File: src/design/sdd_pkg.sv
// ----------------------------------------------------------------------------
// sdd_pkg
// Shared types, constants and the double-dabble step for the signed decimal
// to digit frame converter.
// ----------------------------------------------------------------------------
package sdd_pkg;

	localparam int NumberWidth = 16;
	localparam int MagWidth    = 14;
	localparam int DigitCount  = 4;
	localparam int BcdWidth    = 4 * DigitCount;
	localparam int AddrWidth   = 3;
	localparam int CodeWidth   = 4;

	localparam logic signed [NumberWidth-1:0] PosLimit = 16'sd9999;
	localparam logic signed [NumberWidth-1:0] NegLimit = -16'sd999;

	localparam logic [CodeWidth-1:0] DashCode  = 4'd10;
	localparam logic [AddrWidth-1:0] FirstAddr = 3'd4;
	localparam logic [AddrWidth-1:0] LastAddr  = 3'd1;

	// shift-add-3 steps per pipeline stage, together MagWidth
	localparam int StepsA = 5;
	localparam int StepsB = 5;
	localparam int StepsC = MagWidth - StepsA - StepsB;

	typedef struct packed {
		logic                neg;
		logic [BcdWidth-1:0] bcd;
		logic [MagWidth-1:0] bin;
	} sdd_work_t;

	function automatic sdd_work_t dd_step(sdd_work_t w);
		sdd_work_t           r;
		logic [BcdWidth-1:0] b;
		b = w.bcd;
		for (int d = 0; d < DigitCount; d++) begin
			if (b[d*4 +: 4] >= 4'd5) begin
				b[d*4 +: 4] = b[d*4 +: 4] + 4'd3;
			end
		end
		r.neg          = w.neg;
		{r.bcd, r.bin} = {b, w.bin} << 1;
		return r;
	endfunction

endpackage

File: src/design/sdd_if.sv
// ----------------------------------------------------------------------------
// sdd_if
// Valid/ready channels: signed values in, digit-register frames out.
// ----------------------------------------------------------------------------
interface sdd_in_if;
	logic                   valid;
	logic                   ready;
	logic signed [15:0]     number;

	modport source(output valid, output number, input ready);
	modport sink(input valid, input number, output ready);
endinterface

interface sdd_out_if;
	logic       valid;
	logic       ready;
	logic [2:0] digit_address;
	logic [3:0] digit_code;
	logic       last_of_run;

	modport source(output valid, output digit_address, output digit_code,
		output last_of_run, input ready);
	modport sink(input valid, input digit_address, input digit_code,
		input last_of_run, output ready);
endinterface

File: src/design/sdd_front.sv
// ----------------------------------------------------------------------------
// sdd_front
// First stage: range check, sign split and magnitude; out-of-range values
// are taken and dropped here.
// ----------------------------------------------------------------------------
module sdd_front import sdd_pkg::*; (
	input  logic       clk,
	input  logic       arst_n,
	sdd_in_if.sink     values,
	output logic       out_valid,
	input  logic       out_ready,
	output sdd_work_t  out_work
);

	logic                   valid_s1;
	sdd_work_t              work_s1;
	logic                   adv;
	logic                   in_pos;
	logic                   in_neg;
	logic [NumberWidth-1:0] mag;

	assign adv          = !valid_s1 || out_ready;
	assign values.ready = adv;

	assign in_pos = !values.number[NumberWidth-1] && (values.number <= PosLimit);
	assign in_neg = values.number[NumberWidth-1] && (values.number >= NegLimit);
	assign mag    = values.number[NumberWidth-1] ? (~values.number + 16'd1)
		: values.number;

	always_ff @(posedge clk or negedge arst_n) begin
		if (!arst_n) begin
			valid_s1 <= 1'b0;
		end else if (adv) begin
			valid_s1 <= values.valid && (in_pos || in_neg);
		end
	end

	always_ff @(posedge clk) begin
		if (adv && values.valid) begin
			work_s1.neg <= in_neg;
			work_s1.bcd <= '0;
			work_s1.bin <= mag[MagWidth-1:0];
		end
	end

	assign out_valid = valid_s1;
	assign out_work  = work_s1;

endmodule

File: src/design/sdd_dabble.sv
// ----------------------------------------------------------------------------
// sdd_dabble
// One pipeline stage of the binary to BCD conversion: a fixed number of
// shift-add-3 steps between registers.
// ----------------------------------------------------------------------------
module sdd_dabble import sdd_pkg::*; #(
	parameter int Steps = StepsA
) (
	input  logic       clk,
	input  logic       arst_n,
	input  logic       in_valid,
	output logic       in_ready,
	input  sdd_work_t  in_work,
	output logic       out_valid,
	input  logic       out_ready,
	output sdd_work_t  out_work
);

	logic      valid_s1;
	sdd_work_t work_s1;
	sdd_work_t work_next;
	logic      adv;

	assign adv      = !valid_s1 || out_ready;
	assign in_ready = adv;

	always_comb begin
		work_next = in_work;
		for (int i = 0; i < Steps; i++) begin
			work_next = dd_step(work_next);
		end
	end

	always_ff @(posedge clk or negedge arst_n) begin
		if (!arst_n) begin
			valid_s1 <= 1'b0;
		end else if (adv) begin
			valid_s1 <= in_valid;
		end
	end

	always_ff @(posedge clk) begin
		if (adv && in_valid) begin
			work_s1 <= work_next;
		end
	end

	assign out_valid = valid_s1;
	assign out_work  = work_s1;

endmodule

File: src/design/sdd_serial.sv
// ----------------------------------------------------------------------------
// sdd_serial
// Output serializer: holds one converted value and sends its four frames,
// address 4 down to 1.
// ----------------------------------------------------------------------------
module sdd_serial import sdd_pkg::*; (
	input  logic       clk,
	input  logic       arst_n,
	input  logic       in_valid,
	output logic       in_ready,
	input  sdd_work_t  in_work,
	sdd_out_if.source  frames
);

	logic [AddrWidth-1:0] cnt_q;
	logic [BcdWidth-1:0]  bcd_q;
	logic                 neg_q;
	logic                 load;
	logic                 take;

	assign take     = frames.valid && frames.ready;
	assign in_ready = (cnt_q == '0) || ((cnt_q == LastAddr) && frames.ready);
	assign load     = in_valid && in_ready;

	always_ff @(posedge clk or negedge arst_n) begin
		if (!arst_n) begin
			cnt_q <= '0;
		end else if (load) begin
			cnt_q <= FirstAddr;
		end else if (take) begin
			cnt_q <= cnt_q - 3'd1;
		end
	end

	always_ff @(posedge clk) begin
		if (load) begin
			bcd_q <= in_work.bcd;
			neg_q <= in_work.neg;
		end
	end

	assign frames.valid         = (cnt_q != '0);
	assign frames.digit_address = cnt_q;
	assign frames.last_of_run   = (cnt_q == LastAddr);

	always_comb begin
		case (cnt_q)
			3'd4:    frames.digit_code = neg_q ? DashCode : bcd_q[15:12];
			3'd3:    frames.digit_code = bcd_q[11:8];
			3'd2:    frames.digit_code = bcd_q[7:4];
			3'd1:    frames.digit_code = bcd_q[3:0];
			default: frames.digit_code = '0;
		endcase
	end

endmodule

File: src/design/signed_decimal_to_digit_frames.sv
// ----------------------------------------------------------------------------
// signed_decimal_to_digit_frames
// Signed 16-bit value to four digit-register frames for a Code-B
// seven-segment driver; a negative value gets a leading dash.
// ----------------------------------------------------------------------------
// channel  dir  payload                                    handshake
// values   in   number (s16)                               valid/ready
// frames   out  digit_address, digit_code, last_of_run     valid/ready
//
// four register stages (range check, then 5, 5 and 4 shift-add-3 steps)
// feed a frame serializer; the serializer sends one frame per cycle while
// frames.ready is high and loads the next value as the last frame is taken;
// out-of-range values are taken and give no frames
// arst_n clears all valid bits and the frame counter
// a stall on frames holds the current frame and backs up stage by stage
// ----------------------------------------------------------------------------
module signed_decimal_to_digit_frames import sdd_pkg::*; (
	input  logic       clk,
	input  logic       arst_n,
	sdd_in_if.sink     values,
	sdd_out_if.source  frames
);

	logic      v1, v2, v3, v4;
	logic      r1, r2, r3, r4;
	sdd_work_t w1, w2, w3, w4;

	sdd_front u_front (
		.clk(clk), .arst_n(arst_n), .values(values),
		.out_valid(v1), .out_ready(r1), .out_work(w1)
	);

	sdd_dabble #(.Steps(StepsA)) u_dabble_a (
		.clk(clk), .arst_n(arst_n),
		.in_valid(v1), .in_ready(r1), .in_work(w1),
		.out_valid(v2), .out_ready(r2), .out_work(w2)
	);

	sdd_dabble #(.Steps(StepsB)) u_dabble_b (
		.clk(clk), .arst_n(arst_n),
		.in_valid(v2), .in_ready(r2), .in_work(w2),
		.out_valid(v3), .out_ready(r3), .out_work(w3)
	);

	sdd_dabble #(.Steps(StepsC)) u_dabble_c (
		.clk(clk), .arst_n(arst_n),
		.in_valid(v3), .in_ready(r3), .in_work(w3),
		.out_valid(v4), .out_ready(r4), .out_work(w4)
	);

	sdd_serial u_serial (
		.clk(clk), .arst_n(arst_n),
		.in_valid(v4), .in_ready(r4), .in_work(w4),
		.frames(frames)
	);

endmodule

File: src/flat_wrapper.sv
// flat-port wrapper written by rule: the top's interface ports become plain ports
module signed_decimal_to_digit_frames_flat import sdd_pkg::*;
  (clk, arst_n, values_valid, values_number, values_ready, frames_valid, frames_digit_address, frames_digit_code, frames_last_of_run, frames_ready);
  sdd_in_if values_i ();
  sdd_out_if frames_i ();
  input  logic clk;
  input  logic arst_n;
  input wire logic [$bits(values_i.valid)-1:0] values_valid;
  input wire logic [$bits(values_i.number)-1:0] values_number;
  output wire logic [$bits(values_i.ready)-1:0] values_ready;
  output wire logic [$bits(frames_i.valid)-1:0] frames_valid;
  output wire logic [$bits(frames_i.digit_address)-1:0] frames_digit_address;
  output wire logic [$bits(frames_i.digit_code)-1:0] frames_digit_code;
  output wire logic [$bits(frames_i.last_of_run)-1:0] frames_last_of_run;
  input wire logic [$bits(frames_i.ready)-1:0] frames_ready;
  assign values_i.valid = values_valid;
  assign values_i.number = values_number;
  assign values_ready = values_i.ready;
  assign frames_valid = frames_i.valid;
  assign frames_digit_address = frames_i.digit_address;
  assign frames_digit_code = frames_i.digit_code;
  assign frames_last_of_run = frames_i.last_of_run;
  assign frames_i.ready = frames_ready;
  signed_decimal_to_digit_frames u_core (.clk(clk), .arst_n(arst_n), .values(values_i), .frames(frames_i));
endmodule
File: config.mk
export PLATFORM = sky130hd
export DESIGN_NAME = signed_decimal_to_digit_frames_flat
export DESIGN_NICKNAME = d
export VERILOG_FILES = /design/src/design/sdd_pkg.sv /design/src/design/sdd_if.sv /design/src/design/sdd_front.sv /design/src/design/sdd_dabble.sv /design/src/design/sdd_serial.sv /design/src/design/signed_decimal_to_digit_frames.sv /design/src/flat_wrapper.sv
export SDC_FILE = /design/constraint.sdc
export NUM_CORES = 1
export LEC_CHECK = 0
export BUFFER_PORTS_ARGS = -buffer_cell sky130_fd_sc_hd__buf_2
export CAP_MARGIN = 20
export CORE_ASPECT_RATIO = 0.6
export CORE_MARGIN = 4
export CORE_UTILIZATION = 55
export CTS_CLUSTER_SIZE = 16
export DETAILED_ROUTE_END_ITERATION = 10
export HOLD_SLACK_MARGIN = 0.08
export PLACE_DENSITY = 0.73
export SLEW_MARGIN = 5
export SYNTH_ARGS = -nofsm -noshare
export SYNTH_HDL_FRONTEND = slang
export SYNTH_SLANG_ARGS = --single-unit
File: constraint.sdc
create_clock -name clk -period 5.1 [get_ports clk]
set_input_delay 1.02 -clock clk [delete_from_list [all_inputs] [get_ports clk]]
set_output_delay 1.02 -clock clk [all_outputs]
set_load 0.05 [all_outputs]
; ---- After elaboration in Yosys (flattened, before gate mapping)
; Cells that the tools add are included.
[word_totals]
reg_bits = 103
inputBits = 20
rom_bits = 0
mem_count = 0
output_inout_bits = 10
ram_bits = 0
elab_cells = 194
latch_bits = 0
[op_classes]
n_eq_ne = 4
n_div = 0
bitwise_logic = 1
n_mux = 51
n_shift = 0
magnitude_cmp = 48
addsub = 48
n_reduce_logical = 24
multipliers = 0
[op_table]
columns = operator, n
row1 = $ge 4x3->1 const B, 42
row2 = $mux 4, 34
row3 = $add 4x2->4 const B, 33
row4 = $mux 3, 14
row5 = $add 3x2->3 const B, 9
row6 = $ge 16x11->1 const B, 1
row7 = $le 16x15->1 const B, 1
row8 = $pmux 4 s4, 1
row9 = $add 14x1->14 const B, 1
row10 = $mux 14, 1
row11 = $not 14->14, 1
row12 = $logic_and 1x1->1, 10
row13 = $add 1x2->3 const AB, 3
row14 = $ge 1x3->1 const AB, 3
row15 = $eq 3x2->1 const B, 2
row16 = $logic_or 1x1->1, 6
row17 = $logic_not 1->1, 5
row18 = $add 1x2->3 const B, 1
row19 = $eq 3x1->1 const B, 1
row20 = $eq 3x3->1 const B, 1
row21 = $ge 1x3->1 const B, 1
row22 = $logic_not 3->1, 1
row23 = $reduce_bool 3->1, 1
row24 = $sub 3x1->3 const B, 1
row25 = 2 further kinds, 2

; ---- Longest topological paths before layout
[logic_depth]
depth_word = 10
ltp_mapped = 24
mapped_depth_nobuf = 23

; ---- Modules after synthesis
; A second synthesis with hierarchy kept.
[hier_totals]
hier_cells = 1230
hier_area_um2 = 11297.1
[modules_own_cells]
columns = module, seq_area_each_um2, cells_each, instances, area_per_inst_um2
row1 = sdd_dabble (u_core.u_dabble_a ...), 805.8, 381, 2, 3284.4
row2 = sdd_dabble (u_core.u_dabble_c), 835.8, 322, 1, 2879.0
row3 = sdd_front, 475.5, 91, 1, 989.7
row4 = sdd_serial, 585.6, 55, 1, 859.6

; ---- Worst setup path after synthesis
; No wires, ideal clock.
[synth_path]
kind = flip-flop to flip-flop
startpoint = register u_core.u_dabble_a.work_s1, in the netlist u_core.u_dabble_a.out_work[14]
endpoint = register u_core.u_dabble_b.work_s1, in the netlist u_core.u_dabble_b.out_work[24], data pin
path_buffers = 1
period_less_slack_ns = 4.689
path_stages_with_launch = 23
required_ns = 4.830
setup_slack_ns = 0.411
t_arrival_ns = 4.419
setup_time_ns = 0.270
path_cell_list = edfxtp_1 -> clkbuf_1 -> inv_1 -> ha_1 -> nor2b_1 -> nor3_1 -> or3_1 -> ha_1 -> a21oi_1 -> nor3_1 -> nor2_1 -> ha_1 -> or3_1 -> o211ai_1 -> mux2i_1 -> nor2_2 -> nor2_1 -> xor2_1 -> ha_1 -> inv_1 -> ha_1 -> a21oi_1 -> a21oi_1
[synth_lines]
columns = element, line_no
row1 = start: declaration, sdd_dabble.sv:20  ; sdd_work_t work_s1;
row2 = start signal: assignment, sdd_dabble.sv:44  ; work_s1 <= work_next;
row3 = end signal: assignment, sdd_dabble.sv:44
row4 = end: declaration, sdd_dabble.sv:20

==> out/results.txt <==
Post-Synthesis Cells -> 588
Core footprint -> 10700 µm²
Synth Flop Type -> edfxtp_1
Sw Pwr -> 0.989 mW
Crit. End Element -> flip-flop
DRT Pass-1 Iters -> 5
Antenna cells -> 0
Die width -> 145 µm
Post-synth top area share -> 40.5%
Synth area leader -> edfxtp_1
Slew margin rel. -> 42.4%
Remaining global-route overflow -> 0
Max cap viols -> 0
Post-synthesis instance area -> 6160 µm²
Sink Count -> 90
Post-synth net total -> 658
WP depth -> 21
Yosys reg bits -> 90
IO Pins -> 30
PD cells -> 397 nW/µm²
Final period util -> 93.6%
Remaining DRCs -> 0
Hpwl dp -> 8750 µm
R2r setup slk -> 330 ps
Worst Setup SP -> u_core.u_dabble_a.out_work[15]
Largest cells by area after synthesis -> edfxtp_1 40%, ha_1 10%, xnor2_1 4.6%, a21oi_1 3.3%, mux2i_1 2.9%
Worst-Margin Slew -> 865 ps
CP Max Fanout -> 6
Critical R2R Capture -> u_core.u_dabble_b.out_work[24]
# rows -> 29
Combinational share of power -> 37.1%
RSZ-0062 raised after global routing -> false
Max incr delay on CP -> 470 ps
Number of global-route vias before repair -> 4223
WS Path Type -> flip-flop to flip-flop
Initial antenna violation count -> 0
Slew Limit Fails -> 0
Worst r2r path cells -> 21
Slowest-stage cell, CP -> edfxtp_1
Period minus WS final -> 4770 ps
Setup TNS -> 0 ps
Hold Vio Cnt, Final -> 0
Root Driver -> clkbuf_16
CTS buffer count -> 9
Status -> finished, final reports clean
Vias -> 4464
Mean Syn Cell Area -> 10.5 µm²
WL final -> 11300 µm
Final nets -> 690
Syn. warnings -> 0
Worst Path Buf+Inv -> 2
Critical Path AT -> 4860 ps
Share of cells above drive strength 1 -> 14.4%
Antenna-violating nets left -> 0
Worst Hold Class -> flip-flop to flip-flop
Hold buffers post-CTS -> 0
Leak -> 2.73 nW
Sequential fraction of the synthesis area -> 43.3%
Post-synthesis cell type count -> 74
CP Cell Sequence -> inv_1 > ha_1 > nor2b_2 > nor3_2 > or3_1 > ha_1 > a21oi_2 > o21a_1 > nor2_2 > ha_1 > or3_1 > o211ai_1 > mux2i_1 > nor2_2 > nor2_1 > xor2_1 > ha_1 > inv_1 > ha_1 > a21oi_2 > a21oi_1
CP delay by family, top -> simple AND/OR/NAND/NOR gates
Initial core utilization -> 57.3%
Clk slew on worst S/H paths -> 70 ps
Async S/R FF share, synth -> 7.78%
Largest net degree at the start of global routing -> 21
H-tree depth -> 3
Vias/cell -> 5.84
Fmax -> 210 MHz
Clock skew -> 8.54 ps
Routability cong. -> 0.841
Final setup violation count -> 0
Worst Setup EP -> u_core.u_dabble_b.out_work[24]
Sequential share of power -> 38.4%
RR Startpoint -> u_core.u_dabble_a.out_work[15]
Worst endpoint required time -> 5180 ps
1st-iter DRT viols -> 445
Commonest non-fill, non-tap cell in the layout -> edfxtp_1
Area Growth Syn to Fin -> 10.1%
Skew-Pair Late Insertion Delay -> 350 ps
Power, Total -> 2.69 mW
Peak VDD IR -> 0.000206 V
Crit start category -> flip-flop
Routed len/inst -> 14.8 µm
First-pass GRT wire length -> 19100 µm
Die Ht -> 90.0 µm
Clock share of power -> 24.5%
Bufs on Longest Clock Path -> 2
Switching share of power -> 36.7%
Die area -> 13000 µm²
Leading cell types in the layout, fill and taps excluded -> 83 x edfxtp_1, 50 x ha_1, 44 x inv_1
CP most frequent cell -> ha_1
CTS tree -> built
GRT Total Usage -> 18.0%
Total internal power -> 1.70 mW
Number of port buffers -> 29
EDFF count, synth -> 83
## cell type report
class,instances,area [µm²]
Fill cell,843,3960
Tap cell,139,174
Sequential cell,90,2670
Timing Repair Buffer,33,175
Clock inverter,7,81.3
Inverter,45,169
Clock buffer,9,225
Multi-Input combinational cell,441,3290
## synth_stat cells, types with 7 or more instances
master and n:
o21a_1 8, mux2i_1 18, clkbuf_1 9, nor2b_1 12
a21oi_1 40, and2_1 7, nor2_1 34, xnor2_1 32
nor3b_1 9, nand2_1 34, inv_1 44, o21ai_0 27
edfxtp_1 83, dfrtp_1 7, ha_1 50, nor3_1 16
nand3_1 10, nand2b_1 19, mux2_2 11
## power by group through the flow
stage | clock (mW) | sequential [mW] | combinational [mW]
floorplan | 0 | 1.06 | 0.747
global route | 0.706 | 1.04 | 1.11
detailed placement | 0 | 1.05 | 0.990
global placement | 0 | 1.04 | 0.933
finish | 0.660 | 1.03 | 1.00
CTS | 0.679 | 1.03 | 0.999
## logic make-up (layout without fill, tap and decap cells)
kind of cell / Yosys count / in the layout / synth area share [%]
mux: 30 / 30 / 5.18
flops: 90 / 90 / 43.3
simple gates: 170 / 170 / 14.8
xor+xnor: 37 / 37 / 5.26
compound gates: 154 / 154 / 17.6
fa+ha+maj: 50 / 50 / 10.2
buf+inv: 57 / 94 / 3.68
## worst min path at each step
| stage | startpoint | end | slack, ps | cells past startpoint |
|---|---|---|---|---|
| 6_report | u_core.u_dabble_a.out_work[5] | u_core.u_dabble_b.out_work[10] | 420 | 0 |
| 3_3_place_gp | u_core.u_front.out_work[30] | u_core.u_dabble_a.out_work[30] | 400 | 0 |
| 3_5_place_dp | u_core.u_dabble_b.out_work[10] | u_core.u_dabble_c.out_work[14] | 410 | 0 |
| 4_1_cts | u_core.u_dabble_c.out_work[23] | u_core.u_serial.bcd_q[9] | 420 | 0 |
| 5_1_grt | u_core.u_front.out_work[1] | u_core.u_dabble_a.out_work[6] | 430 | 0 |
| 2_1_floorplan | u_core.u_front.out_work[5] | u_core.u_dabble_a.out_work[10] | 400 | 0 |
## registers in the layout, indices dropped and copies added, names as in the netlist, 3 cells and up
register,flops
u_core.u_dabble_b.out_work,18
u_core.u_dabble_a.out_work,16
u_core.u_serial.bcd_q,16
u_core.u_serial.frames.digit_address,3
u_core.u_front.out_work,15
u_core.u_dabble_c.out_work,17
## metal layers
layer,vias up,track usage (%),part of all wire (%)
met3,15,4.03,5.8
met2,119,27.8,45
li1,2239,-,-
met4,0,4.81,1.1
met5,-,0,0
met1,2091,25.7,48
## metrics by stage
stage / utilization [%] / instances / instance area (µm²) / setup WS (ps) / hold slack [ps]
after global routing: 63.1 / 764 / 6780 / 10.0 / 427
after global placement: 60.0 / 747 / 6440 / 277 / 401
final: 63.1 / 764 / 6780 / 329 / 421
after floorplan: - / 588 / 6160 / 411 / 400
after detailed placement: 60.0 / 747 / 6440 / -81.1 / 405
after CTS: 62.9 / 763 / 6750 / 12.1 / 422
## timing repair
item / CTS / global route
buffers inserted: 0 / 1
gates resized for setup: 1 / 5
setup endpoints to repair: 2 / 8
(Power assumes the default switching activity.)
